File: src/rtl/core/dcs_pkg.sv
// Shared types, constants and helpers for the delimiter closure scanner.
// Used by dcs_stack_cell, dcs_scan_ctrl and delimiter_closure_scanner_top.
`timescale 1ns / 1ps

package dcs_pkg;

   // Opener stack geometry
   localparam int StackDepth = 32;
   localparam int CountWidth = $clog2(StackDepth + 1);

   typedef logic [CountWidth-1:0] count_type;
   typedef logic [7:0]            char_type;
   typedef logic [1:0]            opener_code_type;

   // Opener codes held in the stack cells
   localparam opener_code_type OpenBrace   = 2'd0;
   localparam opener_code_type OpenBracket = 2'd1;
   localparam opener_code_type OpenParen   = 2'd2;

   // ASCII characters the scanner reacts to
   localparam char_type ChLBrace    = 8'h7B;
   localparam char_type ChLBracket  = 8'h5B;
   localparam char_type ChLParen    = 8'h28;
   localparam char_type ChRBrace    = 8'h7D;
   localparam char_type ChRBracket  = 8'h5D;
   localparam char_type ChRParen    = 8'h29;
   localparam char_type ChQuote     = 8'h22;
   localparam char_type ChBackslash = 8'h5C;
   localparam char_type ChStar      = 8'h2A;
   localparam char_type ChSlash     = 8'h2F;
   localparam char_type ChNewline   = 8'h0A;
   localparam char_type ChNone      = 8'h00;

   typedef enum logic [1:0] {
      MODE_CODE,
      MODE_STRING,
      MODE_LINE,
      MODE_BLOCK
   } scan_mode_type;

   typedef enum logic [1:0] {
      CELL_HOLD,
      CELL_PUSH,
      CELL_POP
   } cell_op_type;

   typedef struct packed {
      scan_mode_type mode;
      logic          pending_slash;
      logic          pending_star;
      logic          pending_escape;
   } scan_state_type;

   typedef struct packed {
      logic            push;
      logic            pop;
      logic            overflow;
      opener_code_type code;
   } stack_cmd_type;

   // Map an opener code to its closing character
   function automatic char_type closer_of(opener_code_type code);
      char_type ch;
      case (code)
         OpenBrace:   ch = ChRBrace;
         OpenBracket: ch = ChRBracket;
         OpenParen:   ch = ChRParen;
         default:     ch = ChNone;
      endcase
      return ch;
   endfunction

endpackage

File: src/rtl/core/delimiter_closure_scanner_top.sv
// Delimiter closure scanner: one text byte per request, repair suffix at end of text.
// An ordinary request gives no result. After an end-of-text request the drain state and
// then the result register are loaded; results follow one per cycle (up to 34) while the
// result side does not stall, paced by the one-pop-per-cycle drain of the cell chain.
// Throughput: one request per cycle, except that requests stall while the suffix drains,
// including every cycle that the result side stalls.
// Reset: synchronous; clears mode, flags, count and overflow; stack cells are not cleared.
`timescale 1ns / 1ps

module delimiter_closure_scanner_top (
   input  logic       clock,
   input  logic       reset,
   input  logic       req_valid,
   output logic       req_stall,
   input  logic [7:0] req_text_byte,
   input  logic       req_byte_valid,
   input  logic       req_end_of_text,
   output logic       rsp_valid,
   input  logic       rsp_stall,
   output logic [7:0] rsp_suffix_char,
   output logic       rsp_char_valid,
   output logic       rsp_last_of_run,
   output logic       rsp_depth_overflow
);

   typedef enum logic [2:0] {
      ST_SCAN,
      ST_QUOTE,
      ST_STAR,
      ST_SLASH,
      ST_CLOSE,
      ST_EMPTY
   } drain_state_type;

   drain_state_type          state_ff, state_in;
   dcs_pkg::scan_state_type  scan_ff, scan_in;
   dcs_pkg::count_type       count_ff, count_in;
   logic                     overflow_seen_ff, overflow_seen_in;
   logic                     run_overflow_ff, run_overflow_in;
   logic                     rsp_valid_ff, rsp_valid_in;
   dcs_pkg::char_type        rsp_char_ff, rsp_char_in;
   logic                     rsp_char_valid_ff, rsp_char_valid_in;
   logic                     rsp_last_ff, rsp_last_in;
   logic                     rsp_overflow_ff, rsp_overflow_in;

   dcs_pkg::scan_state_type  scan_nxt;
   dcs_pkg::stack_cmd_type   scan_cmd;
   dcs_pkg::cell_op_type     cell_op;
   dcs_pkg::opener_code_type cell_code [dcs_pkg::StackDepth];

   logic req_accept;
   logic scan_hit;
   logic end_hit;
   logic out_free;
   logic emit;
   logic drain_pop;
   dcs_pkg::scan_mode_type end_mode;

   assign req_stall  = (state_ff != ST_SCAN);
   assign req_accept = req_valid && !req_stall;
   assign scan_hit   = req_accept && req_byte_valid;
   assign end_hit    = req_accept && req_end_of_text;
   assign out_free   = !rsp_valid_ff || !rsp_stall;

   // Per-byte mode and stack command
   dcs_scan_ctrl u_scan_ctrl (
      .text_byte  (req_text_byte),
      .cur        (scan_ff),
      .stack_count(count_ff),
      .top_code   (cell_code[0]),
      .nxt        (scan_nxt),
      .cmd        (scan_cmd)
   );

   // Opener stack as a chain of cells, top at cell 0
   for (genvar i = 0; i < dcs_pkg::StackDepth; i++) begin : g_cell
      dcs_pkg::opener_code_type above;
      dcs_pkg::opener_code_type below;
      if (i == 0) begin : g_top
         assign above = scan_cmd.code;
      end else begin : g_mid
         assign above = cell_code[i-1];
      end
      if (i == dcs_pkg::StackDepth - 1) begin : g_bottom
         assign below = cell_code[i];
      end else begin : g_inner
         assign below = cell_code[i+1];
      end
      dcs_stack_cell u_cell (
         .clock     (clock),
         .op        (cell_op),
         .above_code(above),
         .below_code(below),
         .code      (cell_code[i])
      );
   end

   // Drain emission and next-state logic
   always_comb begin
      state_in          = state_ff;
      scan_in           = scan_ff;
      overflow_seen_in  = overflow_seen_ff;
      run_overflow_in   = run_overflow_ff;
      rsp_char_in       = rsp_char_ff;
      rsp_char_valid_in = rsp_char_valid_ff;
      rsp_last_in       = rsp_last_ff;
      rsp_overflow_in   = rsp_overflow_ff;
      emit              = 1'b0;
      drain_pop         = 1'b0;
      end_mode          = dcs_pkg::MODE_CODE;

      unique case (state_ff)
         ST_SCAN: begin
            emit = 1'b0;
         end
         ST_QUOTE: begin
            if (out_free) begin
               emit              = 1'b1;
               rsp_char_in       = dcs_pkg::ChQuote;
               rsp_char_valid_in = 1'b1;
               rsp_last_in       = (count_ff == '0);
               state_in          = (count_ff == '0) ? ST_SCAN : ST_CLOSE;
            end
         end
         ST_STAR: begin
            if (out_free) begin
               emit              = 1'b1;
               rsp_char_in       = dcs_pkg::ChStar;
               rsp_char_valid_in = 1'b1;
               rsp_last_in       = 1'b0;
               state_in          = ST_SLASH;
            end
         end
         ST_SLASH: begin
            if (out_free) begin
               emit              = 1'b1;
               rsp_char_in       = dcs_pkg::ChSlash;
               rsp_char_valid_in = 1'b1;
               rsp_last_in       = (count_ff == '0);
               state_in          = (count_ff == '0) ? ST_SCAN : ST_CLOSE;
            end
         end
         ST_CLOSE: begin
            if (out_free) begin
               emit              = 1'b1;
               drain_pop         = 1'b1;
               rsp_char_in       = dcs_pkg::closer_of(cell_code[0]);
               rsp_char_valid_in = 1'b1;
               rsp_last_in       = (count_ff == dcs_pkg::CountWidth'(1));
               state_in          = (count_ff == dcs_pkg::CountWidth'(1)) ? ST_SCAN : ST_CLOSE;
            end
         end
         ST_EMPTY: begin
            if (out_free) begin
               emit              = 1'b1;
               rsp_char_in       = dcs_pkg::ChNone;
               rsp_char_valid_in = 1'b0;
               rsp_last_in       = 1'b1;
               state_in          = ST_SCAN;
            end
         end
         default: begin
            state_in = ST_SCAN;
         end
      endcase

      // Carry the run's overflow flag with each result
      if (emit) begin
         rsp_overflow_in = run_overflow_ff;
      end

      // Choose the cell operation and track the count
      priority if (drain_pop) begin
         cell_op = dcs_pkg::CELL_POP;
      end else if (scan_hit && scan_cmd.push) begin
         cell_op = dcs_pkg::CELL_PUSH;
      end else if (scan_hit && scan_cmd.pop) begin
         cell_op = dcs_pkg::CELL_POP;
      end else begin
         cell_op = dcs_pkg::CELL_HOLD;
      end

      unique case (cell_op)
         dcs_pkg::CELL_PUSH: count_in = count_ff + dcs_pkg::CountWidth'(1);
         dcs_pkg::CELL_POP:  count_in = count_ff - dcs_pkg::CountWidth'(1);
         default:            count_in = count_ff;
      endcase

      // Advance scan state on a byte
      if (scan_hit) begin
         scan_in = scan_nxt;
         if (scan_cmd.overflow) begin
            overflow_seen_in = 1'b1;
         end
      end

      // End of text: latch the suffix plan and clear the scan state
      if (end_hit) begin
         end_mode         = scan_in.mode;
         run_overflow_in  = overflow_seen_in;
         overflow_seen_in = 1'b0;
         scan_in          = '0;
         if (end_mode == dcs_pkg::MODE_STRING) begin
            state_in = ST_QUOTE;
         end else if (end_mode == dcs_pkg::MODE_BLOCK) begin
            state_in = ST_STAR;
         end else if (count_in != '0) begin
            state_in = ST_CLOSE;
         end else begin
            state_in = ST_EMPTY;
         end
      end

      // Hold the output while stalled, drop it once taken
      if (emit) begin
         rsp_valid_in = 1'b1;
      end else begin
         rsp_valid_in = rsp_valid_ff && rsp_stall;
      end
   end

   always_ff @(posedge clock) begin
      if (reset) begin
         state_ff         <= ST_SCAN;
         scan_ff          <= '0;
         count_ff         <= '0;
         overflow_seen_ff <= 1'b0;
         run_overflow_ff  <= 1'b0;
         rsp_valid_ff     <= 1'b0;
      end else begin
         state_ff         <= state_in;
         scan_ff          <= scan_in;
         count_ff         <= count_in;
         overflow_seen_ff <= overflow_seen_in;
         run_overflow_ff  <= run_overflow_in;
         rsp_valid_ff     <= rsp_valid_in;
      end
      rsp_char_ff       <= rsp_char_in;
      rsp_char_valid_ff <= rsp_char_valid_in;
      rsp_last_ff       <= rsp_last_in;
      rsp_overflow_ff   <= rsp_overflow_in;
   end

   assign rsp_valid          = rsp_valid_ff;
   assign rsp_suffix_char    = rsp_char_ff;
   assign rsp_char_valid     = rsp_char_valid_ff;
   assign rsp_last_of_run    = rsp_last_ff;
   assign rsp_depth_overflow = rsp_overflow_ff;

endmodule

File: src/rtl/core/dcs_stack_cell.sv
// One cell of the opener stack chain: holds a single opener code.
// Depends on dcs_pkg for the cell operation and code types.
`timescale 1ns / 1ps

module dcs_stack_cell (
   input  logic                    clock,
   input  dcs_pkg::cell_op_type    op,
   input  dcs_pkg::opener_code_type above_code,
   input  dcs_pkg::opener_code_type below_code,
   output dcs_pkg::opener_code_type code
);

   dcs_pkg::opener_code_type code_ff;
   dcs_pkg::opener_code_type code_in;

   // Take from the cell above on push, from the cell below on pop
   always_comb begin
      case (op)
         dcs_pkg::CELL_PUSH: code_in = above_code;
         dcs_pkg::CELL_POP:  code_in = below_code;
         default:            code_in = code_ff;
      endcase
   end

   always_ff @(posedge clock) begin
      code_ff <= code_in;
   end

   assign code = code_ff;

endmodule

File: src/rtl/core/dcs_scan_ctrl.sv
// Scan-mode next-state logic: mode, pending flags and stack commands per byte.
// Depends on dcs_pkg for mode, state and command types.
`timescale 1ns / 1ps

module dcs_scan_ctrl (
   input  dcs_pkg::char_type        text_byte,
   input  dcs_pkg::scan_state_type  cur,
   input  dcs_pkg::count_type       stack_count,
   input  dcs_pkg::opener_code_type top_code,
   output dcs_pkg::scan_state_type  nxt,
   output dcs_pkg::stack_cmd_type   cmd
);

   logic stack_full;
   logic top_match;
   logic done;

   assign stack_full = (stack_count == dcs_pkg::CountWidth'(dcs_pkg::StackDepth));
   assign top_match  = (stack_count != '0) && (dcs_pkg::closer_of(top_code) == text_byte);

   always_comb begin
      nxt  = cur;
      cmd  = '0;
      done = 1'b0;
      unique case (cur.mode)
         dcs_pkg::MODE_CODE: begin
            // Resolve a pending slash first
            if (cur.pending_slash) begin
               nxt.pending_slash = 1'b0;
               if (text_byte == dcs_pkg::ChSlash) begin
                  nxt.mode = dcs_pkg::MODE_LINE;
                  done     = 1'b1;
               end else if (text_byte == dcs_pkg::ChStar) begin
                  nxt.mode         = dcs_pkg::MODE_BLOCK;
                  nxt.pending_star = 1'b0;
                  done             = 1'b1;
               end
            end
            if (!done) begin
               priority if (text_byte == dcs_pkg::ChQuote) begin
                  nxt.mode = dcs_pkg::MODE_STRING;
               end else if (text_byte == dcs_pkg::ChSlash) begin
                  nxt.pending_slash = 1'b1;
               end else if (text_byte == dcs_pkg::ChLBrace ||
                            text_byte == dcs_pkg::ChLBracket ||
                            text_byte == dcs_pkg::ChLParen) begin
                  // Push, or drop and flag when full
                  if (text_byte == dcs_pkg::ChLBrace) begin
                     cmd.code = dcs_pkg::OpenBrace;
                  end else if (text_byte == dcs_pkg::ChLBracket) begin
                     cmd.code = dcs_pkg::OpenBracket;
                  end else begin
                     cmd.code = dcs_pkg::OpenParen;
                  end
                  cmd.push     = !stack_full;
                  cmd.overflow = stack_full;
               end else if (text_byte == dcs_pkg::ChRBrace ||
                            text_byte == dcs_pkg::ChRBracket ||
                            text_byte == dcs_pkg::ChRParen) begin
                  // Pop only on a matching closer
                  cmd.pop = top_match;
               end else begin
                  cmd.pop = 1'b0;
               end
            end
         end
         dcs_pkg::MODE_STRING: begin
            if (cur.pending_escape) begin
               nxt.pending_escape = 1'b0;
            end else if (text_byte == dcs_pkg::ChBackslash) begin
               nxt.pending_escape = 1'b1;
            end else if (text_byte == dcs_pkg::ChQuote) begin
               nxt.mode = dcs_pkg::MODE_CODE;
            end
         end
         dcs_pkg::MODE_LINE: begin
            if (text_byte == dcs_pkg::ChNewline) begin
               nxt.mode = dcs_pkg::MODE_CODE;
            end
         end
         dcs_pkg::MODE_BLOCK: begin
            if (cur.pending_star && text_byte == dcs_pkg::ChSlash) begin
               nxt.pending_star = 1'b0;
               nxt.mode         = dcs_pkg::MODE_CODE;
            end else begin
               nxt.pending_star = (text_byte == dcs_pkg::ChStar);
            end
         end
      endcase
   end

endmodule
File: config.mk
export PLATFORM = sky130hd
export DESIGN_NAME = delimiter_closure_scanner_top
export DESIGN_NICKNAME = d
export VERILOG_FILES = /design/src/rtl/core/dcs_pkg.sv /design/src/rtl/core/delimiter_closure_scanner_top.sv /design/src/rtl/core/dcs_stack_cell.sv /design/src/rtl/core/dcs_scan_ctrl.sv
export SDC_FILE = /design/constraint.sdc
export NUM_CORES = 1
export LEC_CHECK = 0
export BUFFER_PORTS_ARGS = -buffer_cell sky130_fd_sc_hd__buf_2
export CORE_MARGIN = 10
export CORE_UTILIZATION = 62
export CTS_CLUSTER_SIZE = 30
export DETAILED_ROUTE_END_ITERATION = 12
export PLACE_DENSITY_LB_ADDON = 0.12
export SLEW_MARGIN = 5
export SYNTH_ARGS = -nofsm -noshare
export SYNTH_HDL_FRONTEND = slang
export SYNTH_HIERARCHICAL = 1
export SYNTH_SLANG_ARGS = --single-unit
File: constraint.sdc
create_clock -name clock -period 4.62 [get_ports clock]
set_input_delay 0.231 -clock clock [delete_from_list [all_inputs] [get_ports clock]]
set_output_delay 0.231 -clock clock [all_outputs]
set_load 0.005 [all_outputs]
==> results.cfg <==
[global_routing]
grtUsageMet1_pct = 20.9
antenna_found_initial = 0
grtUsageTotal_pct = 15.7
grtUsageMet2_pct = 25.4
overflow = 0
grt.met3_usage_pct = 2.98
grt_pass1_vias = 3519
top_usage_layer = met2
grt_max_degree = 38
grt_pass1_wl_um = 16800

[setup_path]
cp_slowest_stage_delay_ps = 810
crit_fanout = 37
r2r_start = g_cell[0].u_cell/code[0]
rr_endpoint = g_cell[27].u_cell/code[1]
cp-start-kind = flop
required_ps = 4730
worst-setup-path-type = flop to flop
critical_path.top_delay_family = compound AO/OA/AOI/OAI gates
crit_path_top_delay_cell = a2111oi_0
rrSetupSlack_ps = 1050
worstPathCellList = xnor2_1 > nor4b_1 > a31oi_1 > a2111oi_0 > nand3b_1 > o22ai_2 > buf_4 > ha_1 > mux2_2
path_buf_inv = 1
worstPathArrival_ps = 3680
endpoint_kind = flop
reg2reg_depth = 9

[min_path]
hold_class = input pin to flop
hold_path.startpoint = reset
min_to = state_ff[1]
holdPathStages = 2

[timing]
clock_skew_ps = 16.2
tns_ps = 0
max_slew_margin_pct = 34.9
slew_violations = 0
hold_viol = 0
timing.final.crit_share_pct = 77.2
worstMarginPinSlew_ps = 951
rsz0062_at_grt = false
period_minus_slack_ps = 3570
setup_viol = 0
fmax_mhz = 280

[clock_network]
holdBufCountCts = 0
cts_made_buffers = 9
htreeDepth = 3
post_cts_resized = 0
clk_pin_slew_worst_paths_ps = 90
clk_latency_ps = 360
clock_path_buffers = 2
clock-sinks = 90
cts_tree = done
post_cts_buffers = 0
cts_root_buf = clkbuf_8

[route]
viasPerCell = 5.78
first_pass_iters = 5
routedWlPerCell_um = 16.1
drt-initial-drc-count = 159
wirelength_um = 9760
drc_errors = 0
antenna_left = 0
num_vias = 3506

[synth]
async_reset_ff_share_pct = 0
synth_top_area_share_pct = 41.7
yosys_most_used_dff = edfxtp_1
syn-mean-instance-area_um2 = 11.1
syn_nets = 529
yosysTopAreaCell = edfxtp_1
synthTopCellsByArea = edfxtp_1 (42%), mux2_2 (14%), ha_1 (10%), dfxtp_1 (6.5%), inv_1 (5.5%)
ys_types = 61
synth_cells = 473
synth_edf_count = 73
ys_warn_count = 6
synth_seq_cells = 90
yosysSeqAreaShare_pct = 48.2
syn_area_um2 = 5250

[status]
run_status = completed

[finish]
area_growth_pct = 7.22
num-fill-cells = 625
layout.nets = 553
fin_util_pct = 68.5
design_area_um2 = 5630
drive_gt1_share_pct = 22.9
antenna_cells = 0

[power]
peakVddDrop_mv = 0.262
power.leakage_nw = 2.22
total_power_mw = 2.10
power_density_nw_per_um2 = 373

[floorplan]
core-area_um2 = 8220
dieArea_um2 = 12600
initial_utilization_pct = 63.9
chipWidth_um = 112
pin_count = 27
fp-row-count = 33
die_y_um = 112

[placed_design]
dp_hpwl_um = 7270
place_area_um2 = 5460
io_buffers = 25
gp_congestion = 0.889

[run]
cap_viol_max_count = 0
cell usage after synthesis (all sizes together), types with 3 or more instances:
library cell and instances:
nor3 7, o31ai 3, a221oi 5, and2 3
or4 3, nand3 7, ha 42, inv 78
a21o 3, nor4 3, clkbuf 8, edfxtp 73
nand2 30, dfxtp 17, nand4 4, or2 3
xnor2 4, o21ai 7, buf 5, a21oi 15
mux2 64, nand2b 3, nor4b 3, xor2 4
a31oi 6, nor2 34
registers in the layout, indices dropped and copies added (netlist names):
name                flops
scan_ff                 5
rsp_depth_overflow      1
rsp_valid               1
g_cell.u_cell/code     64
count_ff                6
state_ff                3
overflow_seen_ff        1
rsp_char_valid          1
run_overflow_ff         1
rsp_suffix_char         6
rsp_last_of_run         1
worst max-delay path by stage:
stage,startpoint,endpoint,slack (ps),cells past startpoint
3_5_place_dp,g_cell[0].u_cell/code[0],g_cell[27].u_cell/code[0],1120,9
4_1_cts,g_cell[0].u_cell/code[0],state_ff[0],1100,11
5_1_grt,g_cell[0].u_cell/code[0],state_ff[0],590,11
6_report,g_cell[0].u_cell/code[0],g_cell[27].u_cell/code[1],1050,9
3_3_place_gp,g_cell[0].u_cell/code[0],g_cell[14].u_cell/code[0],1180,9
2_1_floorplan,g_cell[0].u_cell/code[0],state_ff[0],440,10
cell type report:
cell class / count / area (um2) / area share, %
flip-flops and latches: 90 / 2530 / 45.0
clock buffers: 10 / 128 / 2.27
repair buffers: 26 / 133 / 2.36
well taps: 105 / 131 / 2.33
inverters: 78 / 293 / 5.20
multi-input cells: 292 / 2370 / 42.1
clock inverters: 6 / 41.3 / 0.733
placed cells by master (no fill, tap or decap), types with 4 or more instances in the layout:
master,Yosys,layout
inv_1,77,77
nor2_1,34,34
xnor2_1,4,4
nor3_1,7,7
nand2_1,30,30
nand4_1,4,4
xor2_1,4,4
nand3_1,7,7
ha_1,42,42
edfxtp_1,73,73
a21oi_1,15,15
o21ai_0,7,7
a31oi_1,6,6
buf_2,3,25
a221oi_1,4,4
dfxtp_1,17,17
clkbuf_8,0,9
mux2_2,64,64
per-layer routing:
layer | part of all wire [%] | routed length (um)
met5 | 0 | 0
met2 | 48 | 4680
met3 | 4.0 | 386
met4 | 0.96 | 94
met1 | 47 | 4600
logic make-up (layout without fill, tap and decap cells):
group	count (synthesis)	after routing	share of synthesized area, %
buffers and inverters	91	120	6.72
other	1	1	0.0714
DFF	90	90	48.2
AOI/OAI and AO/OA	61	61	8.58
adders and majority gates	42	42	10.0
and+or+nand+nor	116	116	11.4
muxes	64	64	13.7
xor gates and xnor gates	8	8	1.33
through the flow:
step,setup slack (ps),hold WS (ps),cells
finish,1050,203,607
global route,587,213,607
floorplan,443,303,473
detailed placement,1120,425,591
global placement,1180,420,591
CTS,1100,189,607
power breakdown:
part | switching, mW | internal (mW)
Combinational | 0.266 | 0.247
Clock | 0.283 | 0.197
Sequential | 0.0806 | 1.02
Total | 0.630 | 1.47
(Power assumes the default switching activity.)
